File: src/hw/rtl/serial_frame_receiver_macros.svh
// assertion helpers for the frame receiver
// each check is sampled on the rising clock and held off while reset is low
`ifndef SERIAL_FRAME_RECEIVER_MACROS_SVH
`define SERIAL_FRAME_RECEIVER_MACROS_SVH

// same-cycle implication
`define SFR_ASSERT_NOW(label, clk, rst_n, ante, cons) \
    label: assert property (@(posedge clk) disable iff (!(rst_n)) (ante) |-> (cons)) \
        else $error("frame receiver check failed");

// next-cycle implication
`define SFR_ASSERT_NEXT(label, clk, rst_n, ante, cons) \
    label: assert property (@(posedge clk) disable iff (!(rst_n)) (ante) |=> (cons)) \
        else $error("frame receiver check failed");

`endif

File: src/hw/rtl/sfr_pkg.sv
`timescale 1ns / 1ps

package sfr_pkg;

    localparam int unsigned ByteW  = 8;
    localparam int unsigned CfgIdxW = 3;

    // header bytes counted into the length field
    localparam logic [ByteW-1:0] HeaderBytes  = 8'd10;
    localparam logic [ByteW-1:0] CsumXor      = 8'hFF;
    localparam logic [ByteW-1:0] CsumAdd      = 8'h01;
    localparam logic [ByteW-1:0] TickMax      = 8'hFF;
    localparam logic [ByteW-1:0] TickStart    = 8'h01;
    localparam logic [ByteW-1:0] TimeoutReset = 8'd2;

    typedef enum logic [CfgIdxW-1:0] {
        CFG_HEAD     = 3'd0,
        CFG_TYPE     = 3'd1,
        CFG_RES_HIGH = 3'd2,
        CFG_RES_LOW  = 3'd3,
        CFG_VER_HIGH = 3'd4,
        CFG_VER_LOW  = 3'd5,
        CFG_TIMEOUT  = 3'd6
    } t_cfg_idx;

    typedef enum logic [2:0] {
        ABORT_NONE    = 3'd0,
        ABORT_TYPE    = 3'd1,
        ABORT_HCHK    = 3'd2,
        ABORT_FIXED   = 3'd3,
        ABORT_TIMEOUT = 3'd4
    } t_abort;

    typedef struct packed {
        logic [ByteW-1:0] head_value;
        logic [ByteW-1:0] type_value;
        logic [ByteW-1:0] reserved_high_value;
        logic [ByteW-1:0] reserved_low_value;
        logic [ByteW-1:0] version_high_value;
        logic [ByteW-1:0] version_low_value;
        logic [ByteW-1:0] timeout_limit;
    } t_cfg;

    typedef struct packed {
        logic             body_valid;
        logic [ByteW-1:0] body_byte;
        logic [ByteW-1:0] body_index;
        logic             frame_end;
        logic             frame_ok;
        logic [ByteW-1:0] message_id;
        logic [ByteW-1:0] command;
        t_abort           abort_code;
    } t_result;

endpackage

File: src/hw/rtl/sfr_channels.sv
`timescale 1ns / 1ps

interface sfr_item_if;
    logic       valid;
    logic       ready;
    logic       action;
    logic [7:0] rx_byte;

    modport source (output valid, output action, output rx_byte, input ready);
    modport sink   (input valid, input action, input rx_byte, output ready);
endinterface

interface sfr_result_if;
    logic       valid;
    logic       ready;
    logic       body_valid;
    logic [7:0] body_byte;
    logic [7:0] body_index;
    logic       frame_end;
    logic       frame_ok;
    logic [7:0] message_id;
    logic [7:0] command;
    logic [2:0] abort_code;

    modport source (
        output valid, output body_valid, output body_byte, output body_index,
        output frame_end, output frame_ok, output message_id, output command,
        output abort_code, input ready
    );
    modport sink (
        input valid, input body_valid, input body_byte, input body_index,
        input frame_end, input frame_ok, input message_id, input command,
        input abort_code, output ready
    );
endinterface

interface sfr_cfg_if;
    logic       valid;
    logic       ready;
    logic [2:0] index;
    logic [7:0] data;

    modport source (output valid, output index, output data, input ready);
    modport sink   (input valid, input index, input data, output ready);
endinterface

File: src/hw/rtl/sfr_cfg_regs.sv
`timescale 1ns / 1ps

module sfr_cfg_regs (
    input  logic            i_clk,
    input  logic            i_rst_n,
    sfr_cfg_if.sink         i_cfg,
    output sfr_pkg::t_cfg   o_cfg
);

    sfr_pkg::t_cfg r_cfg;

    // writes are never stalled: ready is tied high
    assign i_cfg.ready = 1'b1;
    assign o_cfg       = r_cfg;

    always_ff @(posedge i_clk) begin
        if (!i_rst_n) begin
            r_cfg <= '{
                head_value:          8'd0,
                type_value:          8'd0,
                reserved_high_value: 8'd0,
                reserved_low_value:  8'd0,
                version_high_value:  8'd0,
                version_low_value:   8'd0,
                timeout_limit:       sfr_pkg::TimeoutReset
            };
        end else if (i_cfg.valid) begin
            case (i_cfg.index)
                sfr_pkg::CFG_HEAD:     r_cfg.head_value          <= i_cfg.data;
                sfr_pkg::CFG_TYPE:     r_cfg.type_value          <= i_cfg.data;
                sfr_pkg::CFG_RES_HIGH: r_cfg.reserved_high_value <= i_cfg.data;
                sfr_pkg::CFG_RES_LOW:  r_cfg.reserved_low_value  <= i_cfg.data;
                sfr_pkg::CFG_VER_HIGH: r_cfg.version_high_value  <= i_cfg.data;
                sfr_pkg::CFG_VER_LOW:  r_cfg.version_low_value   <= i_cfg.data;
                sfr_pkg::CFG_TIMEOUT:  r_cfg.timeout_limit       <= i_cfg.data;
                default: ;
            endcase
        end
    end

endmodule

File: src/hw/rtl/sfr_deframer.sv
`timescale 1ns / 1ps

module sfr_deframer (
    input  logic              i_clk,
    input  logic              i_rst_n,
    input  logic              i_accept,
    input  logic              i_action,
    input  logic [7:0]        i_rx_byte,
    input  sfr_pkg::t_cfg     i_cfg,
    output sfr_pkg::t_result  o_result
);

    typedef enum logic [3:0] {
        PH_IDLE  = 4'd0,
        PH_LEN   = 4'd1,
        PH_TYPE  = 4'd2,
        PH_HCHK  = 4'd3,
        PH_RESH  = 4'd4,
        PH_RESL  = 4'd5,
        PH_MSGID = 4'd6,
        PH_VERH  = 4'd7,
        PH_VERL  = 4'd8,
        PH_CMD   = 4'd9,
        PH_BODY  = 4'd10,
        PH_CSUM  = 4'd11
    } t_phase;

    typedef struct packed {
        t_phase     phase;
        logic [7:0] body_remaining;
        logic [7:0] body_count;
        logic [7:0] header_check;
        logic [7:0] running_sum;
        logic [7:0] held_message_id;
        logic [7:0] held_command;
        logic [7:0] tick_count;
    } t_frame_state;

    localparam t_frame_state StClear = '{
        phase:           PH_IDLE,
        body_remaining:  8'd0,
        body_count:      8'd0,
        header_check:    8'd0,
        running_sum:     8'd0,
        held_message_id: 8'd0,
        held_command:    8'd0,
        tick_count:      8'd0
    };

    t_frame_state r_st;
    t_frame_state n_st;
    logic [7:0]   tick_next;
    logic [7:0]   sum_plus;
    logic [7:0]   rem_dec;
    logic [7:0]   csum_expect;

    assign tick_next   = (r_st.tick_count != sfr_pkg::TickMax) ?
                         r_st.tick_count + 8'd1 : r_st.tick_count;
    assign sum_plus    = r_st.running_sum + i_rx_byte;
    assign rem_dec     = r_st.body_remaining - 8'd1;
    assign csum_expect = (r_st.running_sum ^ sfr_pkg::CsumXor) + sfr_pkg::CsumAdd;

    always_comb begin
        n_st     = r_st;
        o_result = '0;
        if (i_action) begin
            if (r_st.tick_count != 8'd0) begin
                n_st.tick_count = tick_next;
                if (tick_next > i_cfg.timeout_limit) begin
                    n_st                = StClear;
                    o_result.abort_code = sfr_pkg::ABORT_TIMEOUT;
                end
            end
        end else begin
            case (r_st.phase)
                PH_IDLE: begin
                    if (i_rx_byte == i_cfg.head_value) begin
                        n_st            = StClear;
                        n_st.tick_count = sfr_pkg::TickStart;
                        n_st.phase      = PH_LEN;
                    end
                end
                PH_LEN: begin
                    n_st.running_sum    = sum_plus;
                    n_st.header_check   = i_rx_byte;
                    n_st.body_remaining = i_rx_byte - sfr_pkg::HeaderBytes;
                    n_st.body_count     = 8'd0;
                    n_st.phase          = PH_TYPE;
                end
                PH_TYPE: begin
                    if (i_rx_byte == i_cfg.type_value) begin
                        n_st.header_check = r_st.header_check ^ i_rx_byte;
                        n_st.running_sum  = sum_plus;
                        n_st.phase        = PH_HCHK;
                    end else begin
                        n_st                = StClear;
                        o_result.abort_code = sfr_pkg::ABORT_TYPE;
                    end
                end
                PH_HCHK: begin
                    if (i_rx_byte == r_st.header_check) begin
                        n_st.running_sum = sum_plus;
                        n_st.phase       = PH_RESH;
                    end else begin
                        n_st                = StClear;
                        o_result.abort_code = sfr_pkg::ABORT_HCHK;
                    end
                end
                PH_RESH: begin
                    if (i_rx_byte == i_cfg.reserved_high_value) begin
                        n_st.running_sum = sum_plus;
                        n_st.phase       = PH_RESL;
                    end else begin
                        n_st                = StClear;
                        o_result.abort_code = sfr_pkg::ABORT_FIXED;
                    end
                end
                PH_RESL: begin
                    if (i_rx_byte == i_cfg.reserved_low_value) begin
                        n_st.running_sum = sum_plus;
                        n_st.phase       = PH_MSGID;
                    end else begin
                        n_st                = StClear;
                        o_result.abort_code = sfr_pkg::ABORT_FIXED;
                    end
                end
                PH_MSGID: begin
                    n_st.running_sum     = sum_plus;
                    n_st.held_message_id = i_rx_byte;
                    n_st.phase           = PH_VERH;
                end
                PH_VERH: begin
                    if (i_rx_byte == i_cfg.version_high_value) begin
                        n_st.running_sum = sum_plus;
                        n_st.phase       = PH_VERL;
                    end else begin
                        n_st                = StClear;
                        o_result.abort_code = sfr_pkg::ABORT_FIXED;
                    end
                end
                PH_VERL: begin
                    if (i_rx_byte == i_cfg.version_low_value) begin
                        n_st.running_sum = sum_plus;
                        n_st.phase       = PH_CMD;
                    end else begin
                        n_st                = StClear;
                        o_result.abort_code = sfr_pkg::ABORT_FIXED;
                    end
                end
                PH_CMD: begin
                    n_st.running_sum  = sum_plus;
                    n_st.held_command = i_rx_byte;
                    // empty body goes straight to the checksum
                    n_st.phase = (r_st.body_remaining != 8'd0) ? PH_BODY : PH_CSUM;
                end
                PH_BODY: begin
                    o_result.body_valid = 1'b1;
                    o_result.body_byte  = i_rx_byte;
                    o_result.body_index = r_st.body_count;
                    n_st.body_count     = r_st.body_count + 8'd1;
                    n_st.running_sum    = sum_plus;
                    n_st.body_remaining = rem_dec;
                    if (rem_dec == 8'd0) begin
                        n_st.phase = PH_CSUM;
                    end
                end
                PH_CSUM: begin
                    o_result.frame_end  = 1'b1;
                    o_result.frame_ok   = (csum_expect == i_rx_byte);
                    o_result.message_id = r_st.held_message_id;
                    o_result.command    = r_st.held_command;
                    n_st                = StClear;
                end
                default: begin
                    n_st = StClear;
                end
            endcase
        end
    end

    always_ff @(posedge i_clk) begin
        if (!i_rst_n) begin
            r_st <= StClear;
        end else if (i_accept) begin
            r_st <= n_st;
        end
    end

endmodule

File: src/hw/rtl/sfr_out_reg.sv
`timescale 1ns / 1ps

module sfr_out_reg (
    input  logic              i_clk,
    input  logic              i_rst_n,
    input  logic              i_load,
    input  sfr_pkg::t_result  i_result,
    input  logic              i_taken,
    output logic              o_space,
    output logic              o_valid,
    output sfr_pkg::t_result  o_result
);

    logic             r_valid;
    sfr_pkg::t_result r_result;

    // room when empty or when the held beat leaves this cycle
    assign o_space  = !r_valid || i_taken;
    assign o_valid  = r_valid;
    assign o_result = r_result;

    always_ff @(posedge i_clk) begin
        if (!i_rst_n) begin
            r_valid <= 1'b0;
        end else if (i_load) begin
            r_valid <= 1'b1;
        end else if (i_taken) begin
            r_valid <= 1'b0;
        end
    end

    always_ff @(posedge i_clk) begin
        if (i_load) begin
            r_result <= i_result;
        end
    end

endmodule

File: src/hw/rtl/serial_frame_receiver.sv
// serial_frame_receiver: one result beat for every input beat, byte or tick
// latency: the result beat is valid in the cycle after the input beat is taken
// throughput: one input beat per cycle, set by the single output register
// the input stalls only while the output register is full and not taken
// reset (i_rst_n low, synchronous): frame state idle, registers to defaults
// (timeout_limit 2, all others 0), output register empty
`timescale 1ns / 1ps
`include "serial_frame_receiver_macros.svh"

module serial_frame_receiver (
    input  logic           i_clk,
    input  logic           i_rst_n,
    sfr_item_if.sink       i_item,
    sfr_result_if.source   o_result,
    sfr_cfg_if.sink        i_cfg
);

    sfr_pkg::t_cfg    cfg;
    sfr_pkg::t_result step_result;
    sfr_pkg::t_result held_result;
    logic             in_accept;
    logic             out_space;
    logic             out_valid;
    logic             out_taken;
    logic             out_abort;

    // expected-field and timeout registers
    sfr_cfg_regs u_cfg (
        .i_clk   (i_clk),
        .i_rst_n (i_rst_n),
        .i_cfg   (i_cfg),
        .o_cfg   (cfg)
    );

    // a beat enters whenever the output register has room
    assign i_item.ready = out_space;
    assign in_accept    = i_item.valid && out_space;
    assign out_taken    = out_valid && o_result.ready;

    // frame state machine and per-beat result logic
    sfr_deframer u_deframer (
        .i_clk     (i_clk),
        .i_rst_n   (i_rst_n),
        .i_accept  (in_accept),
        .i_action  (i_item.action),
        .i_rx_byte (i_item.rx_byte),
        .i_cfg     (cfg),
        .o_result  (step_result)
    );

    // result register parts the input side from a stalled sink
    sfr_out_reg u_out (
        .i_clk    (i_clk),
        .i_rst_n  (i_rst_n),
        .i_load   (in_accept),
        .i_result (step_result),
        .i_taken  (out_taken),
        .o_space  (out_space),
        .o_valid  (out_valid),
        .o_result (held_result)
    );

    // result beat fields
    assign o_result.valid      = out_valid;
    assign o_result.body_valid = held_result.body_valid;
    assign o_result.body_byte  = held_result.body_byte;
    assign o_result.body_index = held_result.body_index;
    assign o_result.frame_end  = held_result.frame_end;
    assign o_result.frame_ok   = held_result.frame_ok;
    assign o_result.message_id = held_result.message_id;
    assign o_result.command    = held_result.command;
    assign o_result.abort_code = held_result.abort_code;

    // held beat carries an abort
    assign out_abort = (o_result.abort_code != sfr_pkg::ABORT_NONE);

    // a taken input beat always leaves a result beat behind
    `SFR_ASSERT_NEXT(a_accept_gives_result, i_clk, i_rst_n, in_accept, o_result.valid)

    // a held result that is not taken blocks the input side
    `SFR_ASSERT_NOW(a_stall_blocks_input, i_clk, i_rst_n, o_result.valid && !o_result.ready, !i_item.ready)

    // a body byte, a frame end and an abort never share a beat
    `SFR_ASSERT_NOW(a_result_exclusive, i_clk, i_rst_n, o_result.valid, $onehot0({o_result.body_valid, o_result.frame_end, out_abort}))

    // checksum pass is only reported at frame end
    `SFR_ASSERT_NOW(a_ok_needs_end, i_clk, i_rst_n, o_result.valid && o_result.frame_ok, o_result.frame_end)

endmodule

File: src/flat_wrapper.sv
// flat-port wrapper written by rule: the top's interface ports become plain ports
module serial_frame_receiver_flat 
  (i_clk, i_rst_n, i_item_valid, i_item_action, i_item_rx_byte, i_item_ready, o_result_valid, o_result_body_valid, o_result_body_byte, o_result_body_index, o_result_frame_end, o_result_frame_ok, o_result_message_id, o_result_command, o_result_abort_code, o_result_ready, i_cfg_valid, i_cfg_index, i_cfg_data, i_cfg_ready);
  sfr_item_if i_item_i ();
  sfr_result_if o_result_i ();
  sfr_cfg_if i_cfg_i ();
  input  logic i_clk;
  input  logic i_rst_n;
  input wire logic [$bits(i_item_i.valid)-1:0] i_item_valid;
  input wire logic [$bits(i_item_i.action)-1:0] i_item_action;
  input wire logic [$bits(i_item_i.rx_byte)-1:0] i_item_rx_byte;
  output wire logic [$bits(i_item_i.ready)-1:0] i_item_ready;
  output wire logic [$bits(o_result_i.valid)-1:0] o_result_valid;
  output wire logic [$bits(o_result_i.body_valid)-1:0] o_result_body_valid;
  output wire logic [$bits(o_result_i.body_byte)-1:0] o_result_body_byte;
  output wire logic [$bits(o_result_i.body_index)-1:0] o_result_body_index;
  output wire logic [$bits(o_result_i.frame_end)-1:0] o_result_frame_end;
  output wire logic [$bits(o_result_i.frame_ok)-1:0] o_result_frame_ok;
  output wire logic [$bits(o_result_i.message_id)-1:0] o_result_message_id;
  output wire logic [$bits(o_result_i.command)-1:0] o_result_command;
  output wire logic [$bits(o_result_i.abort_code)-1:0] o_result_abort_code;
  input wire logic [$bits(o_result_i.ready)-1:0] o_result_ready;
  input wire logic [$bits(i_cfg_i.valid)-1:0] i_cfg_valid;
  input wire logic [$bits(i_cfg_i.index)-1:0] i_cfg_index;
  input wire logic [$bits(i_cfg_i.data)-1:0] i_cfg_data;
  output wire logic [$bits(i_cfg_i.ready)-1:0] i_cfg_ready;
  assign i_item_i.valid = i_item_valid;
  assign i_item_i.action = i_item_action;
  assign i_item_i.rx_byte = i_item_rx_byte;
  assign i_item_ready = i_item_i.ready;
  assign o_result_valid = o_result_i.valid;
  assign o_result_body_valid = o_result_i.body_valid;
  assign o_result_body_byte = o_result_i.body_byte;
  assign o_result_body_index = o_result_i.body_index;
  assign o_result_frame_end = o_result_i.frame_end;
  assign o_result_frame_ok = o_result_i.frame_ok;
  assign o_result_message_id = o_result_i.message_id;
  assign o_result_command = o_result_i.command;
  assign o_result_abort_code = o_result_i.abort_code;
  assign o_result_i.ready = o_result_ready;
  assign i_cfg_i.valid = i_cfg_valid;
  assign i_cfg_i.index = i_cfg_index;
  assign i_cfg_i.data = i_cfg_data;
  assign i_cfg_ready = i_cfg_i.ready;
  serial_frame_receiver u_core (.i_clk(i_clk), .i_rst_n(i_rst_n), .i_item(i_item_i), .o_result(o_result_i), .i_cfg(i_cfg_i));
endmodule
File: config.mk
export PLATFORM = sky130hd
export DESIGN_NAME = serial_frame_receiver_flat
export DESIGN_NICKNAME = d
export VERILOG_FILES = /design/src/hw/rtl/sfr_pkg.sv /design/src/hw/rtl/sfr_channels.sv /design/src/hw/rtl/sfr_cfg_regs.sv /design/src/hw/rtl/sfr_deframer.sv /design/src/hw/rtl/sfr_out_reg.sv /design/src/hw/rtl/serial_frame_receiver.sv /design/src/flat_wrapper.sv
export VERILOG_INCLUDE_DIRS = /design/src /design/src/hw/rtl
export SDC_FILE = /design/constraint.sdc
export NUM_CORES = 1
export LEC_CHECK = 0
export ABC_AREA = 1
export BUFFER_PORTS_ARGS = -buffer_cell sky130_fd_sc_hd__buf_2
export CAP_MARGIN = 20
export CORE_MARGIN = 3
export CORE_UTILIZATION = 30
export CTS_CLUSTER_SIZE = 12
export DETAILED_ROUTE_END_ITERATION = 16
export GPL_TIMING_DRIVEN = 0
export HOLD_SLACK_MARGIN = 0.08
export PLACE_DENSITY = 0.43
export REMOVE_ABC_BUFFERS = 1
export SYNTH_ARGS = -nofsm -noshare
export SYNTH_HDL_FRONTEND = slang
export SYNTH_SLANG_ARGS = --single-unit
File: constraint.sdc
create_clock -name i_clk -period 8.22 [get_ports i_clk]
set_input_delay 0.822 -clock i_clk [delete_from_list [all_inputs] [get_ports i_clk]]
set_output_delay 0.822 -clock i_clk [all_outputs]
set_load 0.05 [all_outputs]
# ---- Word level (Yosys, flattened, before mapping)
# Index checks and enable logic that the tools add are counted.
dict set report totals {
  regBits 155
  input_bits 25
  output_inout_bits 41
  wordCells 154
}
dict set report op_classes {
  add_sub_neg 6
  order_cmp 1
  n_eq_ne 41
  mux 47
  bitwise 4
  n_reduce_logical 31
}
# operator n
set op_table {}
lappend op_table {{$mux W60} 4}
lappend op_table {{$pmux W8 S9} 3}
lappend op_table {{$pmux W16 S10} 1}
lappend op_table {{$mux W24} 6}
lappend op_table {{$pmux W8 S8} 2}
lappend op_table {{$eq A8 B8 Y1} 8}
lappend op_table {{$mux W8} 6}
lappend op_table {{$pmux W4 S11} 1}
lappend op_table {{$reduce_and A11 Y1} 3}
lappend op_table {{$mux W16} 2}
lappend op_table {{$add A8 B1 Y8 const B} 3}
lappend op_table {{$ne A3 B3 Y1 const B} 8}
lappend op_table {{$reduce_and A10 Y1} 2}
lappend op_table {{$mux W18} 1}
lappend op_table {{$mux W3} 6}
lappend op_table {{$pmux W3 S6} 1}
lappend op_table {{$mux W17} 1}
lappend op_table {{$eq A4 B3 Y1 const B} 4}
lappend op_table {{$eq A4 B4 Y1 const B} 4}
lappend op_table {{$reduce_bool A8 Y1} 2}
lappend op_table {{$ne A2 B1 Y1 const B} 7}
lappend op_table {{$reduce_and A2 Y1} 7}
lappend op_table {{$mux W2} 6}
lappend op_table {{$mux W4} 3}
lappend op_table {{26 further kinds} 39}

# ---- Logic depth before layout (Yosys ltp)
# Gate-level depths: netlist of run 1.
dict set report logic_depth {
  ltp_word 6
  mapped_depth 25
  ltp_nobuf 24
}

# ---- By module
# From an unflattened synthesis of run 1, not the netlist that was laid out.
dict set report hier_totals {
  cells_unflattened 1436
  area_unflattened_um2 9421.5
}
# mod n_inst cells_each area_per_inst_um2 seq_area_each_um2
set modules_own_cells {}
lappend modules_own_cells {sfr_deframer 1 1062 5926.9 1201.2}
lappend modules_own_cells {sfr_cfg_regs 1 326 2292.2 1121.1}
lappend modules_own_cells {sfr_out_reg 1 44 1187.4 1161.1}
lappend modules_own_cells {serial_frame_receiver 1 4 15.0 0.0}

# ---- Worst setup path before layout of run 1
# Ideal clock, no wire load.
dict set report synth_path {
  kind {input to register}
  start {in o_result_ready}
  end {reg u_core.u_deframer.r_st[47] in the netlist's numbering}
  setup_time_ns 0.114
  arrival_ns 3.126
  t_required_ns 8.106
  setup_slack_ns 4.980
  cell_stages 12
  path_buffers 1
  path_cell_list {inv_1 > nand2_1 > nand2_1 > inv_1 > nand2_1 > a21oi_1 > nand3_2 > nor2_4 > buf_6 > nand2_2 > nand2_1 > nor2_2}
}
dict set report synth_via {
  elab_chain_len 4
}
# item line_no
set synth_lines {}
lappend synth_lines {{from (decl)} flat_wrapper.sv:22} ;# input wire logic [$bits(o_result_i.ready)-1:0] o_result_ready;
lappend synth_lines {{$logic_and A1 B1 Y1} serial_frame_receiver.sv:38} ;# assign out_taken = out_valid && o_result.ready;
lappend synth_lines {{$logic_or A1 B1 Y1} sfr_out_reg.sv:18} ;# assign o_space = !r_valid || i_taken;
lappend synth_lines {{via i_item_ready} flat_wrapper.sv:12} ;# output wire logic [$bits(i_item_i.ready)-1:0] i_item_ready;
lappend synth_lines {{$logic_and A1 B1 Y1} serial_frame_receiver.sv:37} ;# assign in_accept = i_item.valid && out_space;
lappend synth_lines {{via u_core.in_accept} serial_frame_receiver.sv:21} ;# logic in_accept;
lappend synth_lines {{$reduce_and A11 Y1 (no line)} -}
lappend synth_lines {{to (signal assigned)} sfr_deframer.sv:183} ;# r_st <= StClear;
lappend synth_lines {{to (signal assigned)} sfr_deframer.sv:185} ;# r_st <= n_st;
lappend synth_lines {{to (decl)} sfr_deframer.sv:50} ;# t_frame_state r_st;
# The timed path passes the listed nets, and every way through them passes these cells.
# A chain may end at the register's enable or synchronous reset.

# ---- Worst setup path in the final report of run 1
dict set report layout_path {
  start {reg u_core.u_deframer.r_st[0] in the netlist's numbering}
  end {reg u_core.u_deframer.r_st[40] in the netlist's numbering}
}
dict set report layout_via {
  elab_chain_len 5
  elab_cells_between_ends 8
  classes_between {1 x add/sub; 1 x order compare; 3 x eq/ne; 1 x mux; 2 x reduce/logical}
}
# item line_no
set layout_lines {}
lappend layout_lines {{$add A8 B1 Y8 or $ne A8 B8 Y1 (tied branches)} {sfr_deframer.sv:58, sfr_deframer.sv:57}}
lappend layout_lines {{$mux W8} sfr_deframer.sv:57} ;# assign tick_next = (r_st.tick_count != sfr_pkg::TickMax) ?
lappend layout_lines {{$gt A8 B8 Y1} sfr_deframer.sv:69} ;# if (tick_next > i_cfg.timeout_limit) begin
lappend layout_lines {{$ne A2 B1 Y1 (no line)} -}
lappend layout_lines {{$reduce_and A11 Y1 (no line) (*)} -}
# Every way passes the cells marked *; elsewhere a longest branch is shown, timed or not.

==> results of run 1 <==
-- per-stage QoR --
step                      area (sq um)  hold slack [ps]
final                            10600              461
after global routing             10600              484
after CTS                        10600              462
after detailed placement          9970              453
after global placement            9940              449
after floorplan                   9120              433
-- flip-flops by register name (all words and copies together), names as in the netlist --
register                flops
u_core.u_cfg.o_cfg         56
u_core.u_out.o_result      38
u_core.u_out.o_valid        1
u_core.u_deframer.r_st     60
-- path summary, 6_finish.rpt --
kind,slack [ps],cells after the start,start,end
worst max-delay path,4300,21,u_core.u_deframer.r_st[0],u_core.u_deframer.r_st[40]
worst min-delay path,460,2,u_core.u_cfg.o_cfg[7],u_core.u_cfg.o_cfg[7]
worst max register to register,4300,21,u_core.u_deframer.r_st[0],u_core.u_deframer.r_st[40]
worst min register to register,460,2,u_core.u_cfg.o_cfg[7],u_core.u_cfg.o_cfg[7]
-- report_power, final --
part | internal (mW) | total, mW | switching, mW
registers | 0.849 | 0.892 | 0.0426
clock network | 0.536 | 0.882 | 0.346
logic | 0.202 | 0.636 | 0.434
-- cell usage in the layout (no fill, tap or decap), types with 5 or more instances in the layout --
master / netlist / layout
a21oi_1: 69 / 69
buf_2: 13 / 63
clkbuf_16: 0 / 17
clkinv_4: 0 / 5
dfxtp_1: 117 / 117
edfxtp_1: 38 / 38
ha_1: 22 / 22
inv_1: 161 / 160
inv_2: 11 / 12
nand2_1: 311 / 311
nand2_2: 22 / 22
nand3_1: 64 / 64
nand3_2: 8 / 8
nand3b_1: 5 / 5
nand4_1: 30 / 30
nor2_1: 236 / 236
nor2_2: 9 / 9
nor2_4: 7 / 7
nor3_1: 7 / 7
o21ai_0: 79 / 79
o22ai_1: 9 / 9
xnor2_1: 34 / 34
xor2_1: 27 / 27
-- cells in the mapped netlist (all sizes together) --
master  instances  area, sq um
nand3b          5         37.5
o21ai          81          405
a21oi          69          345
edfxtp         38         1140
nand4          30          188
or2             1         6.26
clkinv          2         8.75
o32ai           1         8.76
o21a            1         7.51
nor3            7         35.0
a211oi          2         15.0
fa              1         20.0
and3            2         12.5
nand2         337         1350
o22ai           9         56.3
a22oi           1         7.51
dfxtp         117         2340
xor2           27          236
clkbuf         16         61.3
inv           175          664
nor2          255         1080
nor4            1         6.26
o21bai          4         30.0
buf            34          272
o211ai          2         15.0
ha             22          275
conb            1         3.75
nand3          75          453
xnor2          37          347
o31ai           3         22.5
-- worst register-to-register path, stage by stage (launching register included) --
cell and delay, ps:
dfxtp_1 410, ha_1 220, nand2_1 60, inv_1 70
nand4_1 100, nor2_1 140, nand2_1 240, nand2_1 150
xor2_1 190, inv_1 70, ha_1 290, nand2_1 60
nor2_1 140, nand2_1 70, nand2_1 80, nand2_1 90
nand2_1 320, nand3_2 220, nor2_4 590, nand2_1 120
nand2_1 120, nor2_1 60
-- area by class of cell --
class,instances,area (sq um)
Tap cell,396,495
Clock inverter,12,188
Inverter,177,673
Multi-Input combinational cell,974,4960
Timing Repair Buffer,65,350
Clock buffer,20,467
Fill cell,3355,20200
Sequential cell,155,3480
-- routing by layer --
| layer | vias up | track usage, % | wire length [um] |
|---|---|---|---|
| li1 | 4343 | - | - |
| met1 | 3659 | 22.3 | 13400 |
| met2 | 142 | 28.6 | 12900 |
| met3 | 23 | 2.67 | 909 |
| met4 | 0 | 4.54 | 395 |
| met5 | - | 0 | 0 |
-- cells by family after synthesis --
| logic type | after synthesis | share of synthesized area, % |
|---|---|---|
| simple gates | 713 | 33.5 |
| buf+inv | 227 | 10.6 |
| compound gates | 173 | 9.66 |
| flops | 155 | 36.8 |
| xor+xnor | 64 | 6.17 |
| fa+ha+maj | 23 | 3.12 |
| other cells | 1 | 0.0397 |
==> flow_metrics.py, run 1 <==
metrics = {
    "pwr": {
        "leakagePower_nw": 4.65,
        "power_density_nw_per_um2": 227,
        "power.total_mw": 2.41,
        "vdd_ir_drop_max_v": 0.000159,
    },
    "place": {
        "dp_slack_ps": 4300,
        "gp_congestion": 0.845,
        "placedCellCount": 1767,
        "hpwl_mm": 18.8,
        "port_buffers": 64,
    },
    "clock_tree": {
        "clock_latency_ps": 440,
        "clk_path_buf_depth": 2,
        "htree_levels": 4,
        "cts_tree": "yes",
        "cts_hold_buf": 0,
        "cts.sinks": 155,
        "postCtsSetupRepairBufs": 0,
        "numCtsBuffers": 17,
        "cts_root_buffer": "clkbuf_16",
        "cts_resized": 0,
        "clk_pin_slew_ps": 70,
    },
    "critical_path": {
        "crit_slowest_cell": "nor2_4",
        "critPathRequiredTime_ps": 8550,
        "cp_common_cell": "nand2_1",
        "critPathTopFamily": "simple AND/OR/NAND/NOR gates",
        "crit_buf_inv": 2,
        "cp-start-kind": "flop",
        "crit_path_end_kind": "flop",
        "crit_path_max_incr_delay_ps": 590,
        "critPathArrivalTime_ps": 4250,
        "path_cells": "ha_1 > nand2_1 > inv_1 > nand4_1 > nor2_1 > nand2_1 > nand2_1 > xor2_1 > inv_1 > ha_1 > nand2_1 > nor2_1 > nand2_1 > nand2_1 > nand2_1 > nand2_1 > nand3_2 > nor2_4 > nand2_1 > nand2_1 > nor2_1",
        "cp_max_fo": 24,
        "path_class": "flop to flop",
    },
    "sta": {
        "finalSetupViolCount": 0,
        "fin_crit_sh_pct": 47.7,
        "maxSlewHeadroom_pct": 37.8,
        "rsz0062_at_grt": "no",
        "layout_min_cycle_time_ps": 3920,
        "setup_ws_ps": 4300,
        "maxSlewViolCount": 0,
        "worst_pin_slew_ps": 932,
        "fmax_mhz": 255,
        "tns_ps": 0,
        "hold_viol_final": 0,
        "skew_ps": 11.9,
    },
    "route": {
        "dr.pass1.iters": 5,
        "drc": 0,
        "routedWlPerCell_um": 15.4,
        "vias_per_cell": 4.54,
        "drt_iter0_drc": 451,
        "wirelength_mm": 27.6,
        "drtAntennaViolNets": 0,
        "vias": 8167,
    },
    "logic_synthesis": {
        "synth_seq_cells": 155,
        "ys_types": 46,
        "ys_seq_area_share_pct": 36.8,
        "ys_warn_count": 0,
        "netlist_area_sq_um": 9450,
        "synth_area_per_cell_sq_um": 6.97,
        "syn-instance-count": 1356,
    },
    "layout": {
        "stdcell_count": 1799,
        "finish.utilization_pct": 34.5,
        "nNetsFinal": 1438,
        "drive_gt1_share_pct": 12.3,
        "antennaDiodeCount": 0,
        "area_growth_pct": 12.3,
    },
    "run_status": {
        "status": "finished, final reports clean",
    },
    "global_route": {
        "grt_max_degree": 72,
        "gr-total-overflow": 0,
        "grt_util_all_layers_pct": 16.8,
        "grt_antenna_before_repair": 0,
        "grt_pass1_wl_mm": 43.6,
        "grt_pass1_vias": 7771,
    },
    "die": {
        "die_y_um": 184,
        "rows": 64,
        "ios": 66,
        "coreArea_sq_um": 30800,
        "die_w_um": 184,
        "start_util_pct": 30.7,
        "dieArea_sq_um": 33700,
    },
    "run": {
        "max_cap_viol_count": 0,
    },
    "min_path": {
        "hp-class": "flop to flop",
    },
}
Note: power is estimated with default switching activity, not from simulation.
==> run 2: changes to the inputs <==
PLACE_DENSITY = 0.45   (was 0.43)
clock period = 3.4 ns   (was 8.22 ns; I/O delays follow)
==> run 2 against run 1 <==
Effect of this change:
- global-route usage fell by 0.27 points
- clock-buffer cell count down 3
- worst setup slack got worse by 4000 ps
- final cell count grew 0.61%
- non-clock buffer count rose by 9
- utilization up 0.33 points
- clock skew increased by 4.3 ps
- register-to-register slack got worse by 4000 ps
- via count is 2.4% higher
- critical path depth up 1
- clock power is 130% higher
==> flow_metrics.py, run 2 (synthesis gave the netlist of run 1 again) <==
metrics = {
    "place": {
        "hpwl_mm": 18.4,
        "placedCellCount": 1767,
        "port_buffers": 64,
        "dpl_cell_area_sq_um": 9970,
        "gp_congestion": 0.839,
        "dp_slack_ps": -466,
    },
    "route": {
        "vias_per_cell": 4.62,
        "vias": 8360,
        "drtAntennaViolNets": 0,
        "dr.pass1.iters": 5,
        "routedWlPerCell_um": 15.2,
        "wirelength_mm": 27.5,
        "drt_iter0_drc": 482,
        "drc": 0,
    },
    "layout": {
        "fillers": 3377,
        "stdcell_count": 1810,
        "mostFrequentLayoutCells": "nand2_1, nor2_1, inv_1",
        "finalInstanceArea_sq_um": 10700,
        "largest_register_ffs": 60,
        "multi_input_area_sq_um": 5030,
        "drive_gt1_share_pct": 13.4,
        "nNetsFinal": 1449,
        "area_growth_pct": 13.4,
        "final_common_cell": "nand2_1",
        "regArea_sq_um": 3490,
        "antennaDiodeCount": 0,
        "top_register": "u_core.u_deframer.r_st",
    },
    "critical_path": {
        "cp.depth": 22,
        "cp-start-kind": "flop",
        "critPathTopFamily": "simple AND/OR/NAND/NOR gates",
        "critPathRequiredTime_ps": 3730,
        "crit_path_max_incr_delay_ps": 380,
        "path_cells": "ha_1 > nand2_1 > inv_1 > nand4_1 > nor2_2 > nand2_2 > nand2_2 > xor2_2 > inv_1 > ha_1 > nand2_1 > nor2_1 > nand2_1 > nand2_1 > nand2_1 > nand2_4 > nand2_4 > nor2_8 > buf_4 > nand4_1 > nand2_1 > nor2_1",
        "ff2ff_path_depth": 22,
        "critPathArrivalTime_ps": 3480,
        "cp_common_cell": "nand2_1",
        "path_class": "flop to flop",
        "crit_buf_inv": 3,
        "cp_max_fo": 9,
        "crit_path_end_kind": "flop",
        "crit_slowest_cell": "dfxtp_2",
    },
    "clock_tree": {
        "cts_root_buffer": "clkbuf_16",
        "cts.sinks": 155,
        "clk_path_buf_depth": 2,
        "cts_tree": "yes",
        "clock_latency_ps": 440,
        "htree_levels": 4,
        "numCtsBuffers": 17,
        "clk_pin_slew_ps": 70,
        "cts_hold_buf": 0,
    },
    "sta": {
        "fin_crit_sh_pct": 92.5,
        "layout_min_cycle_time_ps": 3140,
        "rsz0062_at_grt": "no",
        "maxSlewHeadroom_pct": 37.1,
        "worst_pin_slew_ps": 942,
        "hold_viol_final": 0,
        "setup_ws_ps": 256,
        "maxSlewViolCount": 0,
        "finalSetupViolCount": 0,
        "skew_ps": 16.2,
        "fmax_mhz": 318,
        "holdWs_ps": 183,
    },
    "pwr": {
        "leakagePower_nw": 4.69,
        "power.total_mw": 5.76,
        "vdd_ir_drop_max_v": 0.000372,
        "power_density_nw_per_um2": 537,
    },
    "die": {
        "start_util_pct": 30.7,
        "rows": 64,
        "coreArea_sq_um": 30800,
        "dieArea_sq_um": 33700,
        "ios": 66,
        "die_y_um": 184,
        "die_w_um": 184,
    },
    "global_route": {
        "grt_antenna_before_repair": 0,
        "gr-total-overflow": 0,
        "grt_util_all_layers_pct": 16.6,
        "grt_max_degree": 75,
        "grt_pass1_wl_mm": 43.3,
        "grt_pass1_vias": 7916,
    },
    "run": {
        "max_cap_viol_count": 0,
    },
    "run_status": {
        "status": "finished, final reports clean",
    },
    "min_path": {
        "hp-class": "primary input to flop",
        "min_path_cells": 4,
    },
}
-- run 2: cell count changes in the layout (fill, tap and decap cells not counted), moves of 3 or more --
cell      before  now
buf_4          1    8
clkbuf_8       3    0
clkinv_1       1    4
nand2_1      311  308
-- run 2: timing repair --
item	4_1_cts	5_1_grt
resized for setup	6	8
gates cloned	2	0
pin swaps	3	2
setup endpoints to repair	44	53
buffers inserted	4	5
-- run 2: report_power, final --
group,total [mW],switching [mW],leakage [nW],internal [mW]
clock network,1.99,0.832,0.282,1.15
logic,1.62,1.08,3.06,0.535
registers,2.16,0.104,1.34,2.05
-- run 2: path summary, 6_finish.rpt --
kind                             start                    endpoint  slack [ps]
max          u_core.u_deframer.r_st[0]  u_core.u_deframer.r_st[18]         260
max reg2reg  u_core.u_deframer.r_st[0]  u_core.u_deframer.r_st[18]         260
min                     o_result_ready        u_core.u_out.o_valid         180
min reg2reg     u_core.u_cfg.o_cfg[24]      u_core.u_cfg.o_cfg[24]         460
-- run 2: layer usage --
layer	GRT usage, %	routed length (um)
met2	27.6	12700
met5	0	0
met1	22.3	13400
met4	4.57	466
met3	2.69	843
-- run 2: layout make-up --
cell class / count / area share (%)
timing repair buffer: 74 / 4.13
clock inverter: 15 / 1.61
clock buffer: 17 / 3.97
multi-input combinational: 976 / 46.9
inverter: 177 / 6.28
sequential: 155 / 32.5
tap: 396 / 4.62
-- run 2: per-stage QoR --
stage / TNS [ps] / utilization (%)
2_1_floorplan: 0 / -
3_3_place_gp: -9360 / 32.2
3_5_place_dp: -8230 / 32.3
4_1_cts: 0 / 34.5
5_1_grt: 0 / 34.8
6_report: 0 / 34.8
-- run 2: tightest hold or removal path, cell delays in order --
cell	delay, ps
buf_2	70
inv_1	30
nand2_1	70
a21oi_1	60
==> run 3: changes to the inputs <==
BUFFER_PORTS_ARGS = default   (was -buffer_cell sky130_fd_sc_hd__buf_2)
DONT_BUFFER_PORTS = 1   (was default)
PLACE_DENSITY = 0.43   (was 0.45)
==> run 3 against run 2 <==
Effect of this change:
- register-to-register slack improved by 20 ps
- clock skew hardly changed
- sequential share of layout area is 0.83 points lower
- routed wire length up 4.7%
- non-clock buffer count is 5 higher
- global-route usage increased by 0.82 points
- clock power shrank 7%
- highest routed layer unchanged
- worst setup slack improved by 23 ps
==> flow_metrics.py, run 3 (synthesis gave the netlist of run 1 again) <==
metrics = {
    "sta": {
        "fmax_mhz": 320,
        "layout_min_cycle_time_ps": 3120,
        "setup_ws_ps": 279,
        "hold_viol_final": 0,
        "maxSlewViolCount": 0,
        "tns_ps": 0,
        "maxSlewHeadroom_pct": 37.6,
        "finalSetupViolCount": 0,
        "skew_ps": 16.7,
        "fin_crit_sh_pct": 91.8,
        "worst_pin_slew_ps": 935,
    },
    "pwr": {
        "p_comb_share_pct": 26.5,
        "p_seq_share_pct": 40.3,
        "pwr-share-clk_pct": 33.2,
        "switchingPower_mw": 1.96,
        "leakagePower_nw": 4.66,
        "vdd_ir_drop_max_v": 0.000339,
        "power_density_nw_per_um2": 508,
        "internal_power_mw": 3.64,
        "p_sw_share_pct": 35.0,
    },
    "critical_path": {
        "path_cells": "ha_2 > nand2_1 > inv_1 > nand4_1 > nor2_2 > nand2_2 > buf_4 > nand2_1 > o21ai_1 > ha_1 > inv_1 > o21bai_1 > nand2_1 > nand2_1 > nand2_1 > nand2_2 > nand2_2 > nand2_4 > nand2_2 > nor2_8 > buf_12 > nand4_1 > nand2_1 > nor2_1",
        "crit_path_end_kind": "flop",
        "critPathArrivalTime_ps": 3460,
        "critPathTopFamily": "simple AND/OR/NAND/NOR gates",
        "cp_common_cell": "nand2_1",
        "cp-start-kind": "flop",
        "crit_path_max_incr_delay_ps": 370,
        "critPathRequiredTime_ps": 3740,
        "crit_buf_inv": 4,
        "crit_slowest_cell": "dfxtp_4",
        "cp_max_fo": 7,
        "path_class": "flop to flop",
    },
    "die": {
        "coreArea_sq_um": 30800,
        "die_y_um": 184,
        "rows": 64,
        "ios": 66,
        "die_w_um": 184,
        "start_util_pct": 30.7,
        "dieArea_sq_um": 33700,
    },
    "layout": {
        "final_common_cell": "nand2_1",
        "mostFrequentLayoutCells": "nand2_1, nor2_1, inv_1",
        "drive_gt1_share_pct": 9.24,
        "area_growth_pct": 16.5,
        "top_register": "u_core.u_deframer.r_st",
        "largest_register_ffs": 60,
        "antennaDiodeCount": 0,
        "nNetsFinal": 1453,
    },
    "min_path": {
        "hp-class": "primary input to flop",
    },
    "place": {
        "hpwl_mm": 18.5,
        "dp_slack_ps": -505,
        "port_buffers": 0,
        "gp_congestion": 0.850,
    },
    "global_route": {
        "grt_util_all_layers_pct": 17.4,
        "grt_pass1_vias": 8122,
        "grt_max_degree": 107,
        "gr-total-overflow": 0,
        "grt_pass1_wl_mm": 45.1,
        "grt_antenna_before_repair": 0,
    },
    "clock_tree": {
        "clock_latency_ps": 440,
        "htree_levels": 4,
        "clk_path_buf_depth": 2,
        "cts.sinks": 155,
        "numCtsBuffers": 17,
        "cts_root_buffer": "clkbuf_16",
        "clk_pin_slew_ps": 70,
        "cts_tree": "yes",
    },
    "route": {
        "drt_iter0_drc": 480,
        "dr.pass1.iters": 5,
        "drc": 0,
        "vias_per_cell": 4.63,
        "routedWlPerCell_um": 15.9,
        "drtAntennaViolNets": 0,
        "wirelength_mm": 28.8,
        "vias": 8401,
    },
    "run_status": {
        "status": "finished, final reports clean",
    },
    "run": {
        "max_cap_viol_count": 0,
    },
}
-- run 3: changes by cell type in the layout (fill, tap and decap cells not counted), sizes merged --
cell         before  now
buf              74   14
bufinv            3    1
clkbuf           17   19
clkinv            9    7
clkinvlp          3    4
dlygate4sd3       0   65
inv             177  178
nor2            257  256
-- run 3: path summary, 6_finish.rpt --
path | cells past startpoint | endpoint | start | slack [ps]
worst max-delay path | 24 | u_core.u_deframer.r_st[15] | u_core.u_deframer.r_st[0] | 280
worst min-delay path | 2 | u_core.u_deframer.r_st[28] | i_rst_n | 60
worst max register to register | 24 | u_core.u_deframer.r_st[15] | u_core.u_deframer.r_st[0] | 280
worst min register to register | 2 | u_core.u_cfg.o_cfg[7] | u_core.u_cfg.o_cfg[7] | 450
-- run 3: layer usage --
layer,wire length (um),track usage (%)
met1,13600,22.2
met2,13600,30.1
met3,871,2.81
met4,652,5.48
met5,0,0
-- run 3: area by class of cell --
type / count / area (sq um)
inverter: 177 / 673
clock buffer: 19 / 433
sequential: 155 / 3490
multi-input combinational: 975 / 5010
timing repair buffer: 79 / 793
tap: 396 / 495
clock inverter: 13 / 119
fill: 3289 / 19800
-- run 3: through the flow --
stage	util [%]	hold WS (ps)	power [mW]	instance area (sq um)	cells
finish	35.7	58.2	5.60	11000	1814
global route	35.7	81.0	5.95	11000	1814
CTS	35.4	23.1	5.62	10900	1805
detailed placement	31.2	448	3.62	9620	1702
global placement	31.2	445	3.62	9620	1702
floorplan	-	433	3.34	9120	1306
-- run 3: power groups by stage --
stage	clock network, mW	logic [mW]	registers (mW)
CTS	1.91	1.45	2.25
finish	1.86	1.48	2.25
global route	1.98	1.70	2.28
global placement	0	1.33	2.29
floorplan	0	1.07	2.27
detailed placement	0	1.33	2.29
-- run 3: what timing repair did --
action,4_1_cts,5_1_grt
cloned,1,0
endpoints found under the hold margin,106,36
hold buffers,65,1
buffers inserted,5,8
setup endpoints to repair,44,56
pin swaps,3,5
gates resized for setup,6,9
